==> src/mnnt_pkg.sv <==
// ----------------------------------------------------------------------------
// mnnt_pkg
// shared constants, state encoding and controller/datapath bundles for the
// mutual nearest neighbour tree builder
// ----------------------------------------------------------------------------
package mnnt_pkg;

   localparam int COORD_W       = 24;
   localparam int IDX_W         = 6;
   localparam int CNT_W         = 6;
   localparam int DIST_W        = 2 * (COORD_W + 1) + 2;
   localparam int MAX_STARS_DEF = 32;
   localparam int DIMS_DEF      = 3;

   typedef enum logic [3:0] {
      ST_LOAD,
      ST_START,
      ST_ROUND,
      ST_NA_SCAN,
      ST_NA_LOAD,
      ST_NA_SWEEP,
      ST_PAIR_SCAN,
      ST_PAIR_NA,
      ST_PAIR_NB,
      ST_PAIR_RA,
      ST_PAIR_RB,
      ST_SINGLE_OUT,
      ST_FINISH
   } state_type;

   typedef struct packed {
      logic             pos_rd_en;
      logic [IDX_W-1:0] pos_rd_addr;
      logic             pos_wr_load;
      logic             pos_wr_merge;
      logic [IDX_W-1:0] pos_wr_addr;
      logic             nb_rd_en;
      logic [IDX_W-1:0] nb_rd_addr;
      logic             nb_wr_en;
      logic [IDX_W-1:0] nb_wr_addr;
      logic             pa_load;
      logic             best_clear;
      logic             sweep_issue;
      logic [IDX_W-1:0] cur_a;
      logic [IDX_W-1:0] cur_b;
      logic             emit_merge;
      logic             emit_single;
      logic             attach;
      logic             attach_clear;
      logic [CNT_W-1:0] star_total;
      logic             overflow;
   } cmd_type;

   typedef struct packed {
      logic             free_a;
      logic [IDX_W-1:0] nb_rd_data;
      logic             sweep_busy;
      logic             out_free;
   } status_type;

endpackage

==> src/mnnt_ctrl.sv <==
// ----------------------------------------------------------------------------
// mnnt_ctrl
// sequencer for star loading, nearest neighbour rounds and pair merging
// ----------------------------------------------------------------------------
module mnnt_ctrl #(
   parameter int MAX_STARS = mnnt_pkg::MAX_STARS_DEF
) (
   input  logic                 clock,
   input  logic                 reset,
   input  logic                 req_valid,
   input  logic                 req_last,
   output logic                 req_ready,
   input  mnnt_pkg::status_type status,
   output mnnt_pkg::cmd_type    cmd
);

   localparam int NODE_CAP = 2 * MAX_STARS - 1;
   localparam int AW       = $clog2(NODE_CAP);
   localparam int CW       = $clog2(NODE_CAP + 1);
   localparam int RW       = $clog2(MAX_STARS + 1);

   mnnt_pkg::state_type state_ff, state_in;
   logic [CW-1:0] star_total_ff, star_total_in;
   logic [CW-1:0] node_total_ff, node_total_in;
   logic [CW-1:0] free_cnt_ff, free_cnt_in;
   logic [CW-1:0] round_total_ff, round_total_in;
   logic [CW-1:0] a_ff, a_in;
   logic [CW-1:0] b_ff, b_in;
   logic [RW-1:0] round_ff, round_in;
   logic          overflow_ff, overflow_in;
   logic [CW-1:0] nb;

   always_ff @(posedge clock) begin
      if (reset) begin
         state_ff       <= mnnt_pkg::ST_LOAD;
         star_total_ff  <= '0;
         node_total_ff  <= '0;
         free_cnt_ff    <= '0;
         round_total_ff <= '0;
         a_ff           <= '0;
         b_ff           <= '0;
         round_ff       <= '0;
         overflow_ff    <= 1'b0;
      end else begin
         state_ff       <= state_in;
         star_total_ff  <= star_total_in;
         node_total_ff  <= node_total_in;
         free_cnt_ff    <= free_cnt_in;
         round_total_ff <= round_total_in;
         a_ff           <= a_in;
         b_ff           <= b_in;
         round_ff       <= round_in;
         overflow_ff    <= overflow_in;
      end
   end

   assign nb = CW'(status.nb_rd_data[AW-1:0]);

   always_comb begin
      state_in       = state_ff;
      star_total_in  = star_total_ff;
      node_total_in  = node_total_ff;
      free_cnt_in    = free_cnt_ff;
      round_total_in = round_total_ff;
      a_in           = a_ff;
      b_in           = b_ff;
      round_in       = round_ff;
      overflow_in    = overflow_ff;
      req_ready      = 1'b0;
      cmd            = '0;
      cmd.cur_a      = mnnt_pkg::IDX_W'(a_ff);
      cmd.cur_b      = mnnt_pkg::IDX_W'(b_ff);
      cmd.star_total = mnnt_pkg::CNT_W'(star_total_ff);
      cmd.overflow   = overflow_ff;

      unique case (state_ff)
         mnnt_pkg::ST_LOAD: begin
            req_ready       = 1'b1;
            cmd.pos_wr_addr = mnnt_pkg::IDX_W'(star_total_ff);
            if (req_valid) begin
               if (star_total_ff < CW'(MAX_STARS)) begin
                  cmd.pos_wr_load = 1'b1;
                  star_total_in   = star_total_ff + 1'b1;
               end else begin
                  overflow_in = 1'b1;
               end
               if (req_last) begin
                  state_in = mnnt_pkg::ST_START;
               end
            end
         end
         mnnt_pkg::ST_START: begin
            node_total_in = star_total_ff;
            free_cnt_in   = star_total_ff;
            round_in      = '0;
            if (star_total_ff == CW'(1)) begin
               cmd.pos_rd_en   = 1'b1;
               cmd.pos_rd_addr = '0;
               state_in        = mnnt_pkg::ST_SINGLE_OUT;
            end else begin
               state_in = mnnt_pkg::ST_ROUND;
            end
         end
         mnnt_pkg::ST_ROUND: begin
            if (round_ff == RW'(MAX_STARS) || node_total_ff == CW'(NODE_CAP) ||
                free_cnt_ff <= CW'(1)) begin
               state_in = mnnt_pkg::ST_FINISH;
            end else begin
               round_total_in = node_total_ff;
               a_in           = '0;
               state_in       = mnnt_pkg::ST_NA_SCAN;
            end
         end
         mnnt_pkg::ST_NA_SCAN: begin
            if (a_ff == round_total_ff) begin
               a_in     = '0;
               state_in = mnnt_pkg::ST_PAIR_SCAN;
            end else if (!status.free_a) begin
               a_in = a_ff + 1'b1;
            end else begin
               cmd.pos_rd_en   = 1'b1;
               cmd.pos_rd_addr = mnnt_pkg::IDX_W'(a_ff);
               state_in        = mnnt_pkg::ST_NA_LOAD;
            end
         end
         mnnt_pkg::ST_NA_LOAD: begin
            cmd.pa_load    = 1'b1;
            cmd.best_clear = 1'b1;
            b_in           = '0;
            state_in       = mnnt_pkg::ST_NA_SWEEP;
         end
         mnnt_pkg::ST_NA_SWEEP: begin
            if (b_ff < round_total_ff) begin
               cmd.sweep_issue = 1'b1;
               cmd.pos_rd_en   = 1'b1;
               cmd.pos_rd_addr = mnnt_pkg::IDX_W'(b_ff);
               b_in            = b_ff + 1'b1;
            end else if (!status.sweep_busy) begin
               cmd.nb_wr_en   = 1'b1;
               cmd.nb_wr_addr = mnnt_pkg::IDX_W'(a_ff);
               a_in           = a_ff + 1'b1;
               state_in       = mnnt_pkg::ST_NA_SCAN;
            end
         end
         mnnt_pkg::ST_PAIR_SCAN: begin
            if (a_ff == round_total_ff) begin
               round_in = round_ff + 1'b1;
               state_in = mnnt_pkg::ST_ROUND;
            end else if (!status.free_a) begin
               a_in = a_ff + 1'b1;
            end else begin
               cmd.nb_rd_en   = 1'b1;
               cmd.nb_rd_addr = mnnt_pkg::IDX_W'(a_ff);
               state_in       = mnnt_pkg::ST_PAIR_NA;
            end
         end
         mnnt_pkg::ST_PAIR_NA: begin
            b_in = nb;
            if (nb > a_ff) begin
               cmd.nb_rd_en   = 1'b1;
               cmd.nb_rd_addr = mnnt_pkg::IDX_W'(nb);
               state_in       = mnnt_pkg::ST_PAIR_NB;
            end else begin
               a_in     = a_ff + 1'b1;
               state_in = mnnt_pkg::ST_PAIR_SCAN;
            end
         end
         mnnt_pkg::ST_PAIR_NB: begin
            if (nb == a_ff && node_total_ff < CW'(NODE_CAP)) begin
               cmd.pos_rd_en   = 1'b1;
               cmd.pos_rd_addr = mnnt_pkg::IDX_W'(a_ff);
               state_in        = mnnt_pkg::ST_PAIR_RA;
            end else begin
               a_in     = a_ff + 1'b1;
               state_in = mnnt_pkg::ST_PAIR_SCAN;
            end
         end
         mnnt_pkg::ST_PAIR_RA: begin
            cmd.pa_load     = 1'b1;
            cmd.pos_rd_en   = 1'b1;
            cmd.pos_rd_addr = mnnt_pkg::IDX_W'(b_ff);
            state_in        = mnnt_pkg::ST_PAIR_RB;
         end
         mnnt_pkg::ST_PAIR_RB: begin
            cmd.pos_wr_addr = mnnt_pkg::IDX_W'(node_total_ff);
            if (status.out_free) begin
               cmd.pos_wr_merge = 1'b1;
               cmd.emit_merge   = 1'b1;
               cmd.attach       = 1'b1;
               node_total_in    = node_total_ff + 1'b1;
               free_cnt_in      = free_cnt_ff - 1'b1;
               a_in             = a_ff + 1'b1;
               state_in         = mnnt_pkg::ST_PAIR_SCAN;
            end
         end
         mnnt_pkg::ST_SINGLE_OUT: begin
            if (status.out_free) begin
               cmd.emit_single = 1'b1;
               state_in        = mnnt_pkg::ST_FINISH;
            end
         end
         mnnt_pkg::ST_FINISH: begin
            cmd.attach_clear = 1'b1;
            star_total_in    = '0;
            node_total_in    = '0;
            overflow_in      = 1'b0;
            state_in         = mnnt_pkg::ST_LOAD;
         end
         default: begin
            state_in = mnnt_pkg::ST_LOAD;
         end
      endcase
   end

endmodule

==> config.mk <==
export PLATFORM = sky130hd
export DESIGN_NAME = mnnt_ctrl
export DESIGN_NICKNAME = d
export VERILOG_FILES = /design/src/mnnt_pkg.sv /design/src/mnnt_ctrl.sv
export SDC_FILE = /design/constraint.sdc
export NUM_CORES = 1
export LEC_CHECK = 0
export BUFFER_PORTS_ARGS = -buffer_cell sky130_fd_sc_hd__buf_2
export CAP_MARGIN = 15
export CORE_UTILIZATION = 57
export CTS_CLUSTER_DIAMETER = 80
export DETAILED_ROUTE_END_ITERATION = 12
export HOLD_SLACK_MARGIN = 0.03
export PLACE_DENSITY_LB_ADDON = 0.12
export SYNTH_ARGS = -nofsm -noshare
export SYNTH_HDL_FRONTEND = slang
export SYNTH_SLANG_ARGS = --single-unit
==> constraint.sdc <==
create_clock -name clock -period 2.6 [get_ports clock]
set_input_delay 0.52 -clock clock [delete_from_list [all_inputs] [get_ports clock]]
set_output_delay 0.52 -clock clock [all_outputs]
set_load 0.02 [all_outputs]
==> summary.txt, run 1 <==
Hold path
  – Hold path cells: 2
  – Worst Hold End: free_cnt_ff[1]
  – HP Start: free_cnt_ff[1]
  – Hold Path Class: flip-flop to flip-flop

CTS
  – # clock sinks: 47
  – H-tree Lvls: 2
  – Worst-Skew Late Latency: 310 ps
  – Clock slew at reported path FFs: 90 ps
  – CTS buffer count: 5
  – Clock root cell: clkbuf_8
  – CTS tree: done
  – CTS max path bufs: 2
  – # hold bufs at CTS: 0

Detailed routing
  – 1st-iter DRT viols: 441
  – DR WL/cell: 19.35 um
  – Vias per std cell: 6.523
  – Vias: 4266
  – Drt drc: 0
  – Pre-antenna DRT Iters: 6
  – Final WL: 12.66 mm
  – ANT nets after route: 0

Setup path
  – Reg-to-reg startpoint: a_ff[0]
  – Crit-path max FO: 4
  – Critical path class: flip-flop to primary output
  – Worst Reg2Reg Path Length in Cells: 10
  – Slowest cell on crit path: a222oi_1
  – Worst setup SP type: flip-flop
  – CP max stage delay: 380 ps
  – FF-to-FF setup slack: 220 ps
  – CP cell instances: inv_2 > ha_4 > nand4_1 > o2111ai_2 > nand2_1 > a222oi_1 > inv_1 > buf_6
  – Setup crit end kind: primary output
  – CP required: 2080 ps
  – Worst Path Arrival: 2180 ps
  – R2r endpoint: a_ff[3]

Logic synthesis
  – Synth Area per Inst: 7.737 sq um
  – YS warnings: 0
  – Cells after Synth: 480
  – Ys flop type: dfxtp_1
  – Post-Syn Area: 3714 sq um
  – #FFs+latches synth: 47
  – Count of cell types in the netlist: 73
  – Syn Nets: 514
  – Post-synth EDFFs: 0
  – Post-synth ARST share: 0%
  – Seq/Total Area, Yosys: 25.34%

Timing
  – Final number of setup-violating endpoints: 18
  – Skew final: 11.04 ps
  – Slew @ Worst Pin: 704.2 ps
  – Final Cycle Share: 103.8%
  – Final hold viol count: 0
  – Period minus WS final: 2698 ps
  – PnR worst setup slack: -97.62 ps
  – Slew HR: 53.05%
  – FMAX: 0.3707 GHz
  – RSZ-0062 raised after global routing: yes
  – Final Slew Violations: 0

Power
  – Worst vdd ir: 0.6468 mV
  – Pwr Density: 665.8 nW/um^2
  – Leak Pwr: 2.077 nW

Placement
  – Input/output buffers: 68
  – RePlAce Congestion: 0.9660
  – Setup WS pre-CTS: -5.483 ps
  – DP Wirelength: 8.210 mm
  – Dpl cell area: 4273 sq um

GRT
  – Overflow after GRT: 0
  – Antenna violations before repair: 0
  – Largest net degree at the start of global routing: 36
  – Total GRT Usage: 35.25%
  – Vias in the first global route: 3720
  – First-pass GRT wire length: 18.13 mm

Die
  – Core area: 6314 sq um
  – Initial Util: 58.82%
  – Row cnt: 29
  – Boundary pin count: 69
  – Die Y: 82.72 um
  – Die W: 82.72 um
  – Die Area: 6842 sq um

Finish
  – Utilization of the core after routing: 77.09%
  – Seq. cell area: 973.4 sq um
  – # diodes: 0
  – Post-route cell area: 4867 sq um
  – Post-layout nets: 610
  – Area Overhead vs Synth: 31.06%
  – Share of cells above drive strength 1: 34.49%
  – Fillers: 431
  – Multi-input gate area: 2713 sq um

Status
  – Outcome: finished with violations
  – Failing checks: negative setup slack

Run
  – Number of max-cap violations: 0
## metal layers
metal / vias to the layer above / share of wire (%) / track usage (%)
met5: - / 0 / 0
met1: 1976 / 40 / 42.40
met2: 278 / 48 / 58.69
li1: 1950 / - / -
met4: 0 / 4.0 / 17.24
met3: 62 / 8.5 / 8.132
## worst max-delay path by stage
stage                      start      end  slack, ps
2_1_floorplan            a_ff[3]  cmd[36]        -10
3_3_place_gp           status[7]  cmd[50]         60
3_5_place_dp           status[7]  cmd[52]         -5
4_1_cts                  a_ff[2]  cmd[36]        -30
5_1_grt        round_total_ff[5]  cmd[48]       -160
6_report       round_total_ff[5]  cmd[48]       -100
## power by group
part	switching [mW]	internal [mW]
sequential	0.118	0.818
clock	0.257	0.190
combinational	1.15	0.704
## what timing repair did
action	4_1_cts	5_1_grt
pin swaps	19	12
setup endpoints to repair	24	24
gates resized for setup	53	51
buffers inserted	5	12
## Yosys cell counts, types with 3 or more instances
cell type   n  area [sq um]
a211oi_1    7         52.55
a21o_1      6         45.04
a21oi_1    35         175.2
a221oi_1    3         26.28
a22o_1     10         87.58
a22oi_1     5         37.54
a31oi_1     8         50.05
a32o_1     10         100.1
and2_1      8         50.05
and3_1      8         50.05
buf_2       9         45.04
buf_4       3         22.52
clkbuf_1   18         67.56
dfxtp_1    47         940.9
ha_1       21         262.8
inv_1      31         116.4
mux2i_1     3         30.03
nand2_1    54         202.7
nand2b_1    5         31.28
nand3_1    13         65.06
nand3b_1    5         37.54
nand4_1     7         43.79
nor2_1     43         161.4
nor2b_1     4         25.02
nor3_1      6         30.03
nor3b_1     6         45.04
o2111ai_1   3         26.28
o211ai_1    8         60.06
o21ai_0    20         100.1
o31ai_1     4         30.03
or3_1       3         18.77
xnor2_1    10         87.58
xor2_1      6         52.55
## cell usage in the layout (no fill, tap or decap), types with 4 or more instances in the layout
master	n
a22oi_1	5
dfxtp_1	35
a31oi_1	8
dfxtp_2	5
nand2_1	52
nand3_1	13
inv_2	5
a21o_1	6
xor2_1	6
nand3b_1	5
and2_4	6
a211oi_1	7
a22o_1	10
xnor2_1	9
o21ai_0	20
nor2_1	41
nand4_1	7
ha_4	7
clkbuf_8	5
o31ai_1	4
nor3_1	5
a32o_2	5
a21oi_1	33
nor3b_1	6
buf_2	49
buf_4	49
inv_1	25
and3_1	6
buf_6	22
ha_1	14
a32o_1	5
o211ai_1	8
dfxtp_4	7
## state kept, by name (all words and copies together), names as in the netlist
name	cells
round_ff	6
overflow_ff	1
round_total_ff	6
a_ff	6
node_total_ff	6
b_ff	6
free_cnt_ff	6
star_total_ff	6
state_ff	4
## metrics by stage
stage          power (mW)  hold slack (ps)  setup TNS (ps)  instances
4_1_cts             3.064            474.4          -115.3        642
5_1_grt             3.435            495.6           -2296        654
3_3_place_gp        2.559            452.4               0        628
3_5_place_dp        2.579            461.3          -11.31        629
6_report            3.241            476.3          -877.9        654
2_1_floorplan       2.119            438.0          -13.22        480
## final cells by class
| cell class | instances | share of cell area (%) |
|---|---|---|
| Clock buffer | 7 | 1.568 |
| Clock inverter | 1 | 0.1028 |
| Inverter | 32 | 2.519 |
| Multi-Input combinational cell | 369 | 55.73 |
| Sequential cell | 47 | 20.00 |
| Tap cell | 77 | 1.979 |
| Timing Repair Buffer | 121 | 18.10 |
## critical path, delay by kind of cell (launching register included)
family | cells | cell delay, ps
simple gates | 2 | 290
compound gates | 2 | 650
flops | 1 | 370
fa+ha+maj | 1 | 270
buf+inv | 3 | 280
## logic make-up (layout without fill, tap and decap cells)
| family | Yosys count | count (layout) | synth area share [%] |
|---|---|---|---|
| adder cells (fa/ha/maj) | 22 | 22 | 7.345 |
| buffers and inverters | 64 | 161 | 7.479 |
| flip-flops | 47 | 47 | 25.34 |
| AND/OR/NAND/NOR | 183 | 183 | 25.84 |
| AO/OA/AOI/OAI | 145 | 145 | 29.41 |
| XOR/XNOR | 16 | 16 | 3.773 |
| multiplexers | 3 | 3 | 0.8087 |
Note: power is estimated with default switching activity, not from simulation.
==> run 2: changes to the inputs <==
--- a/config.mk
+++ b/config.mk
@@ -5,9 +5,10 @@
 export SDC_FILE = /design/constraint.sdc
 export NUM_CORES = 1
 export LEC_CHECK = 0
+export ABC_AREA = 1
 export BUFFER_PORTS_ARGS = -buffer_cell sky130_fd_sc_hd__buf_2
 export CAP_MARGIN = 15
-export CORE_UTILIZATION = 57
+export CORE_UTILIZATION = 56
 export CTS_CLUSTER_DIAMETER = 80
 export DETAILED_ROUTE_END_ITERATION = 12
 export HOLD_SLACK_MARGIN = 0.03
==> constraint.sdc (replaced) <==
create_clock -name clock -period 3.1 [get_ports clock]
set_input_delay 0.62 -clock clock [delete_from_list [all_inputs] [get_ports clock]]
set_output_delay 0.62 -clock clock [all_outputs]
set_load 0.02 [all_outputs]
==> run 2 against run 1 <==
Cell count increased by 14%. The run now ends clean. Design area decreased by 14%. Sequential power decreased by 7.2%. Largest cell class unchanged. Register-to-register slack improved by 780 ps. Non-clock buffer count decreased by 43. Die area unchanged. Global-route usage decreased by 3.2 points. Sequential share of layout area increased by 2.6 points.
==> summary.txt, run 2 <==
Status
  – Outcome: completed

Timing
  – FMAX: 0.3508 GHz
  – Slew @ Worst Pin: 732.0 ps
  – Slew HR: 51.14%
  – RSZ-0062 raised after global routing: no
  – Final number of setup-violating endpoints: 0
  – Skew final: 6.928 ps
  – Period minus WS final: 2851 ps
  – Final Slew Violations: 0
  – Final hold viol count: 0
  – Final Cycle Share: 91.96%
  – Worst hold slack: 490.1 ps
  – Setup TNS: 0 ps

Power
  – Part of the power in combinational logic: 52.4%
  – Leak Pwr: 2.142 nW
  – Switching pwr: 1.322 mW
  – Switching share of power: 48.83%
  – Worst vdd ir: 0.3873 mV
  – Overall Power: 2.708 mW
  – Sequential power share: 32.1%
  – Clock Power Share: 15.4%
  – Internal: 1.386 mW
  – Pwr Density: 649.4 nW/um^2

CTS
  – H-tree Lvls: 2
  – CTS buffer count: 5
  – CTS tree: done
  – Clock root cell: clkbuf_8
  – # clock sinks: 47
  – Post-CTS setup buffers: 0
  – Worst-Skew Late Latency: 310 ps
  – CTS max path bufs: 2
  – Clock slew at reported path FFs: 90 ps

Setup path
  – CP max stage delay: 340 ps
  – Crit-path max FO: 7
  – WP buf/inv: 3
  – Slowest cell on crit path: dfxtp_1
  – Worst setup SP type: flip-flop
  – Cell class contributing the biggest share of worst-path delay: simple AND/OR/NAND/NOR gates
  – Worst Path Arrival: 2230 ps
  – CP cell instances: inv_1 > ha_1 > nand2_1 > nor2_1 > nand3_1 > nor2_2 > nand2_2 > nand2_1 > inv_1 > o21ai_0 > buf_2
  – Setup crit end kind: primary output
  – Critical path class: flip-flop to primary output
  – CP required: 2480 ps

Die
  – Core area: 6314 sq um
  – Die W: 82.72 um
  – Die Y: 82.72 um
  – Initial Util: 57.79%
  – Die Area: 6842 sq um
  – Boundary pin count: 69
  – Row cnt: 29

Logic synthesis
  – Post-Syn Area: 3648 sq um
  – Area share of the largest cell type after synthesis: 25.79%
  – Synth top area cells: dfxtp_1, nand2_1, inv_1, nor2_1, ha_1
  – Commonest cells post-synth: nand2_1, inv_1, nor2_1
  – Syn Nets: 636
  – Seq/Total Area, Yosys: 25.79%
  – #FFs+latches synth: 47
  – Cell taking the most area after synthesis: dfxtp_1
  – Ys flop type: dfxtp_1
  – YS warnings: 0
  – Post-synth EDFFs: 0
  – Post-synth ARST share: 0%
  – Cells after Synth: 602
  – Most common cell in the netlist: nand2_1
  – Count of cell types in the netlist: 37
  – Synth Area per Inst: 6.061 sq um

Finish
  – Fillers: 587
  – Area Overhead vs Synth: 14.30%
  – Most frequent cells in the layout: nand2_1, inv_1, nor2_1
  – Share of cells above drive strength 1: 16.42%
  – Post-route cell area: 4170 sq um
  – Post-layout nets: 703
  – # diodes: 0
  – Most common cell after layout, fill and taps aside: nand2_1

Placement
  – Dpl cell area: 4064 sq um
  – RePlAce Congestion: 0.9718
  – Input/output buffers: 68
  – DP Wirelength: 8.057 mm

Run
  – Number of max-cap violations: 0

Detailed routing
  – DR WL/cell: 14.24 um
  – 1st-iter DRT viols: 320
  – ANT nets after route: 0
  – Vias per std cell: 5.625
  – Final WL: 10.64 mm
  – Pre-antenna DRT Iters: 5
  – Vias: 4202
  – Drt drc: 0

GRT
  – Antenna violations before repair: 0
  – Vias in the first global route: 3578
  – Largest net degree at the start of global routing: 24
  – Total GRT Usage: 32.06%
  – First-pass GRT wire length: 16.74 mm
  – Overflow after GRT: 0

Hold path
  – Hold Path Class: flip-flop to flip-flop
[run 2: worst min-delay path, delay by kind of cell, from the launching register on]
kind | cells | cell delay, ps
DFF | 1 | 340
and+or+nand+nor | 1 | 80
AOI/OAI and AO/OA | 1 | 40
[run 2: per-stage QoR]
| stage | setup WS, ps | util [%] | std cells |
|---|---|---|---|
| after CTS | 189.5 | 65.95 | 747 |
| after global routing | 27.19 | 66.05 | 747 |
| final | 249.1 | 66.05 | 747 |
| after floorplan | 268.8 | - | 602 |
| after detailed placement | 276.0 | 64.37 | 739 |
| after global placement | 346.8 | 64.37 | 739 |
[run 2: power by group through the flow]
| stage | clock network, mW | logic [mW] | registers (mW) |
|---|---|---|---|
| floorplan | 0 | 1.02 | 0.887 |
| global placement | 0 | 1.37 | 0.875 |
| detailed placement | 0 | 1.39 | 0.879 |
| CTS | 0.425 | 1.40 | 0.865 |
| global route | 0.452 | 1.62 | 0.894 |
| finish | 0.418 | 1.42 | 0.869 |
[run 2: logic make-up after synthesis]
group,after synthesis,synth area share [%]
flops,47,25.79
fa+ha+maj,21,7.202
buf+inv,107,11.80
xor+xnor,4,0.9604
simple gates,302,35.49
compound gates,121,18.76
[run 2: final timing paths]
kind,startpoint,endpoint,slack [ps],depth (start not counted)
setup / recovery,a_ff[4],cmd[50],250,11
hold / removal,overflow_ff,overflow_ff,490,2
setup reg to reg,state_ff[1],round_ff[0],1000,9
hold reg to reg,overflow_ff,overflow_ff,490,2
[run 2: per-layer routing]
metal  up-vias  wire [um]  track usage, %  share of wire (%)
met1      1863       4512           40.44                 42
met3        30        958           7.363                9.0
met2       203       4844           50.82                 46
met4         0        319           16.21                3.0
met5         -          0               0                  0
li1       2106          -               -                  -
[run 2: area by class of cell]
class	count	area, sq um	share of cell area, %
flip-flops and latches	47	942.2	22.59
well taps	77	96.34	2.310
repair buffers	78	415.4	9.961
multi-input cells	448	2282	54.73
inverters	89	334.1	8.011
clock buffers	8	100.1	2.400
[run 2: what timing repair did]
item	CTS	global route
hold buffers	0	0
resized for setup	0	3
endpoints found under the setup margin	0	5
==> run 3: changes to the inputs <==
--- a/config.mk
+++ b/config.mk
@@ -5,10 +5,9 @@
 export SDC_FILE = /design/constraint.sdc
 export NUM_CORES = 1
 export LEC_CHECK = 0
-export ABC_AREA = 1
 export BUFFER_PORTS_ARGS = -buffer_cell sky130_fd_sc_hd__buf_2
 export CAP_MARGIN = 15
-export CORE_UTILIZATION = 56
+export CORE_UTILIZATION = 57
 export CTS_CLUSTER_DIAMETER = 80
 export DETAILED_ROUTE_END_ITERATION = 12
 export HOLD_SLACK_MARGIN = 0.03
==> run 3 against run 2 <==
Fmax decreased by 3.8%. Sequential cell count unchanged. Via count shrank 5.4%. Die area did not move. Design area is 3.0% higher. Setup slack lost 110 ps. Critical path depth is 3 lower. Global-route usage up 0.45 points. Clock skew shrank 1.8 ps. First-iteration DRC count shrank 6.6%. Register-to-register slack worse by 510 ps.
==> summary.txt, run 3 (synthesis gave the netlist of run 1 again) <==
Finish
  – Share of cells above drive strength 1: 22.36%
  – # diodes: 0
  – Post-route cell area: 4297 sq um
  – Seq. cell area: 942.2 sq um
  – Post-layout nets: 583
  – Area Overhead vs Synth: 15.70%
  – Fillers: 570
  – Layout Cells excl Fill: 627
  – Most frequent cells in the layout: buf_2, nand2_1, dfxtp_1
  – Multi-input gate area: 2507 sq um
  – Most common cell after layout, fill and taps aside: buf_2

Timing
  – Final number of setup-violating endpoints: 0
  – RSZ-0062 raised after global routing: no
  – Period minus WS final: 2965 ps
  – Final hold viol count: 0
  – Final Cycle Share: 95.64%
  – Slew HR: 53.11%
  – Setup TNS: 0 ps
  – FMAX: 0.3373 GHz
  – Skew final: 5.108 ps
  – Slew @ Worst Pin: 703.4 ps
  – Final Slew Violations: 0

Placement
  – RePlAce Congestion: 0.9900
  – DP Wirelength: 8.270 mm
  – Input/output buffers: 68
  – Dpl cell area: 4194 sq um
  – Post-Place Cells: 619

GRT
  – Vias in the first global route: 3254
  – Antenna violations before repair: 0
  – Overflow after GRT: 0
  – Total GRT Usage: 32.50%
  – Largest net degree at the start of global routing: 36
  – First-pass GRT wire length: 16.68 mm

Status
  – Outcome: completed

CTS
  – CTS max path bufs: 2
  – # clock sinks: 47
  – CTS buffer count: 5
  – Worst-Skew Late Latency: 310 ps
  – CTS tree: done
  – Clock root cell: clkbuf_8
  – Post-CTS setup buffers: 0
  – # hold bufs at CTS: 0
  – Clock slew at reported path FFs: 90 ps
  – Post-CTS sizing: 0
  – H-tree Lvls: 2

Detailed routing
  – DR WL/cell: 17.48 um
  – ANT nets after route: 0
  – 1st-iter DRT viols: 299
  – Vias: 3975
  – Final WL: 10.96 mm
  – Drt drc: 0
  – Vias per std cell: 6.340
  – Pre-antenna DRT Iters: 5

Die
  – Die W: 82.72 um
  – Die Area: 6842 sq um
  – Initial Util: 58.82%
  – Die Y: 82.72 um
  – Row cnt: 29
  – Core area: 6314 sq um
  – Boundary pin count: 69

Setup path
  – Critical path class: flip-flop to primary output
  – Crit-path max FO: 6
  – Worst Path Arrival: 2340 ps
  – CP required: 2480 ps
  – Worst setup SP type: flip-flop
  – Setup crit end kind: primary output

Power
  – Pwr Density: 598.0 nW/um^2
  – Worst vdd ir: 0.4270 mV
  – Leak Pwr: 1.863 nW

Hold path
  – Hold Path Class: flip-flop to flip-flop

Run
  – Number of max-cap violations: 0
## run 3: changes by cell type in the layout (fill, tap and decap cells not counted), sizes merged, moves of 6 or more
cell | before | now
nor3b | 0 | 6
and3 | 1 | 8
nand3 | 40 | 13
nor2 | 83 | 45
a32o | 0 | 10
a21oi | 41 | 35
nand2 | 156 | 54
o22ai | 19 | 0
o21ai | 41 | 21
inv | 88 | 31
a22o | 0 | 10
xnor2 | 2 | 10
and2 | 0 | 8
buf | 78 | 94
## run 3: through the flow
stage          utilization, %  total power, mW  setup WS, ps  hold WS (ps)
2_1_floorplan               -            1.777         386.7         438.0
3_3_place_gp            66.43            2.111         321.3         452.5
3_5_place_dp            66.43            2.138         310.0         463.6
4_1_cts                 67.94            2.546         115.5         475.2
5_1_grt                 68.05            2.728        0.1783         508.8
6_report                68.05            2.569         135.2         475.3
## run 3: worst paths after layout
path,cells after the start,slack (ps),startpoint,end
hold reg to reg,2,480,free_cnt_ff[1],free_cnt_ff[1]
hold / removal,2,480,free_cnt_ff[1],free_cnt_ff[1]
setup reg to reg,7,490,node_total_ff[0],state_ff[1]
setup / recovery,8,140,round_total_ff[5],cmd[48]
## run 3: worst max-delay path, stage by stage (launching register included)
cell,delay (ps)
dfxtp_1,390
inv_1,70
ha_1,330
nand4_1,150
o2111ai_1,290
nand2_2,150
a222oi_1,400
inv_1,80
buf_2,170
## run 3: cell type report
class,instances,area share (%)
Clock inverter,1,0.2038
Inverter,32,2.796
Multi-Input combinational cell,369,58.36
Clock buffer,7,2.009
Sequential cell,47,21.93
Tap cell,77,2.242
Timing Repair Buffer,94,12.46
## run 3: routing by layer
layer / up-vias / share of wire, % / global-route usage (%)
li1: 1895 / - / -
met1: 1883 / 44 / 43.74
met5: - / 0 / 0
met3: 21 / 6.7 / 4.725
met2: 176 / 47 / 52.30
met4: 0 / 1.9 / 12.07
## run 3: where the power goes
group	internal, mW	switching (mW)	total, mW
combinational	0.488	0.838	1.33
sequential	0.687	0.148	0.835
clock	0.183	0.225	0.408
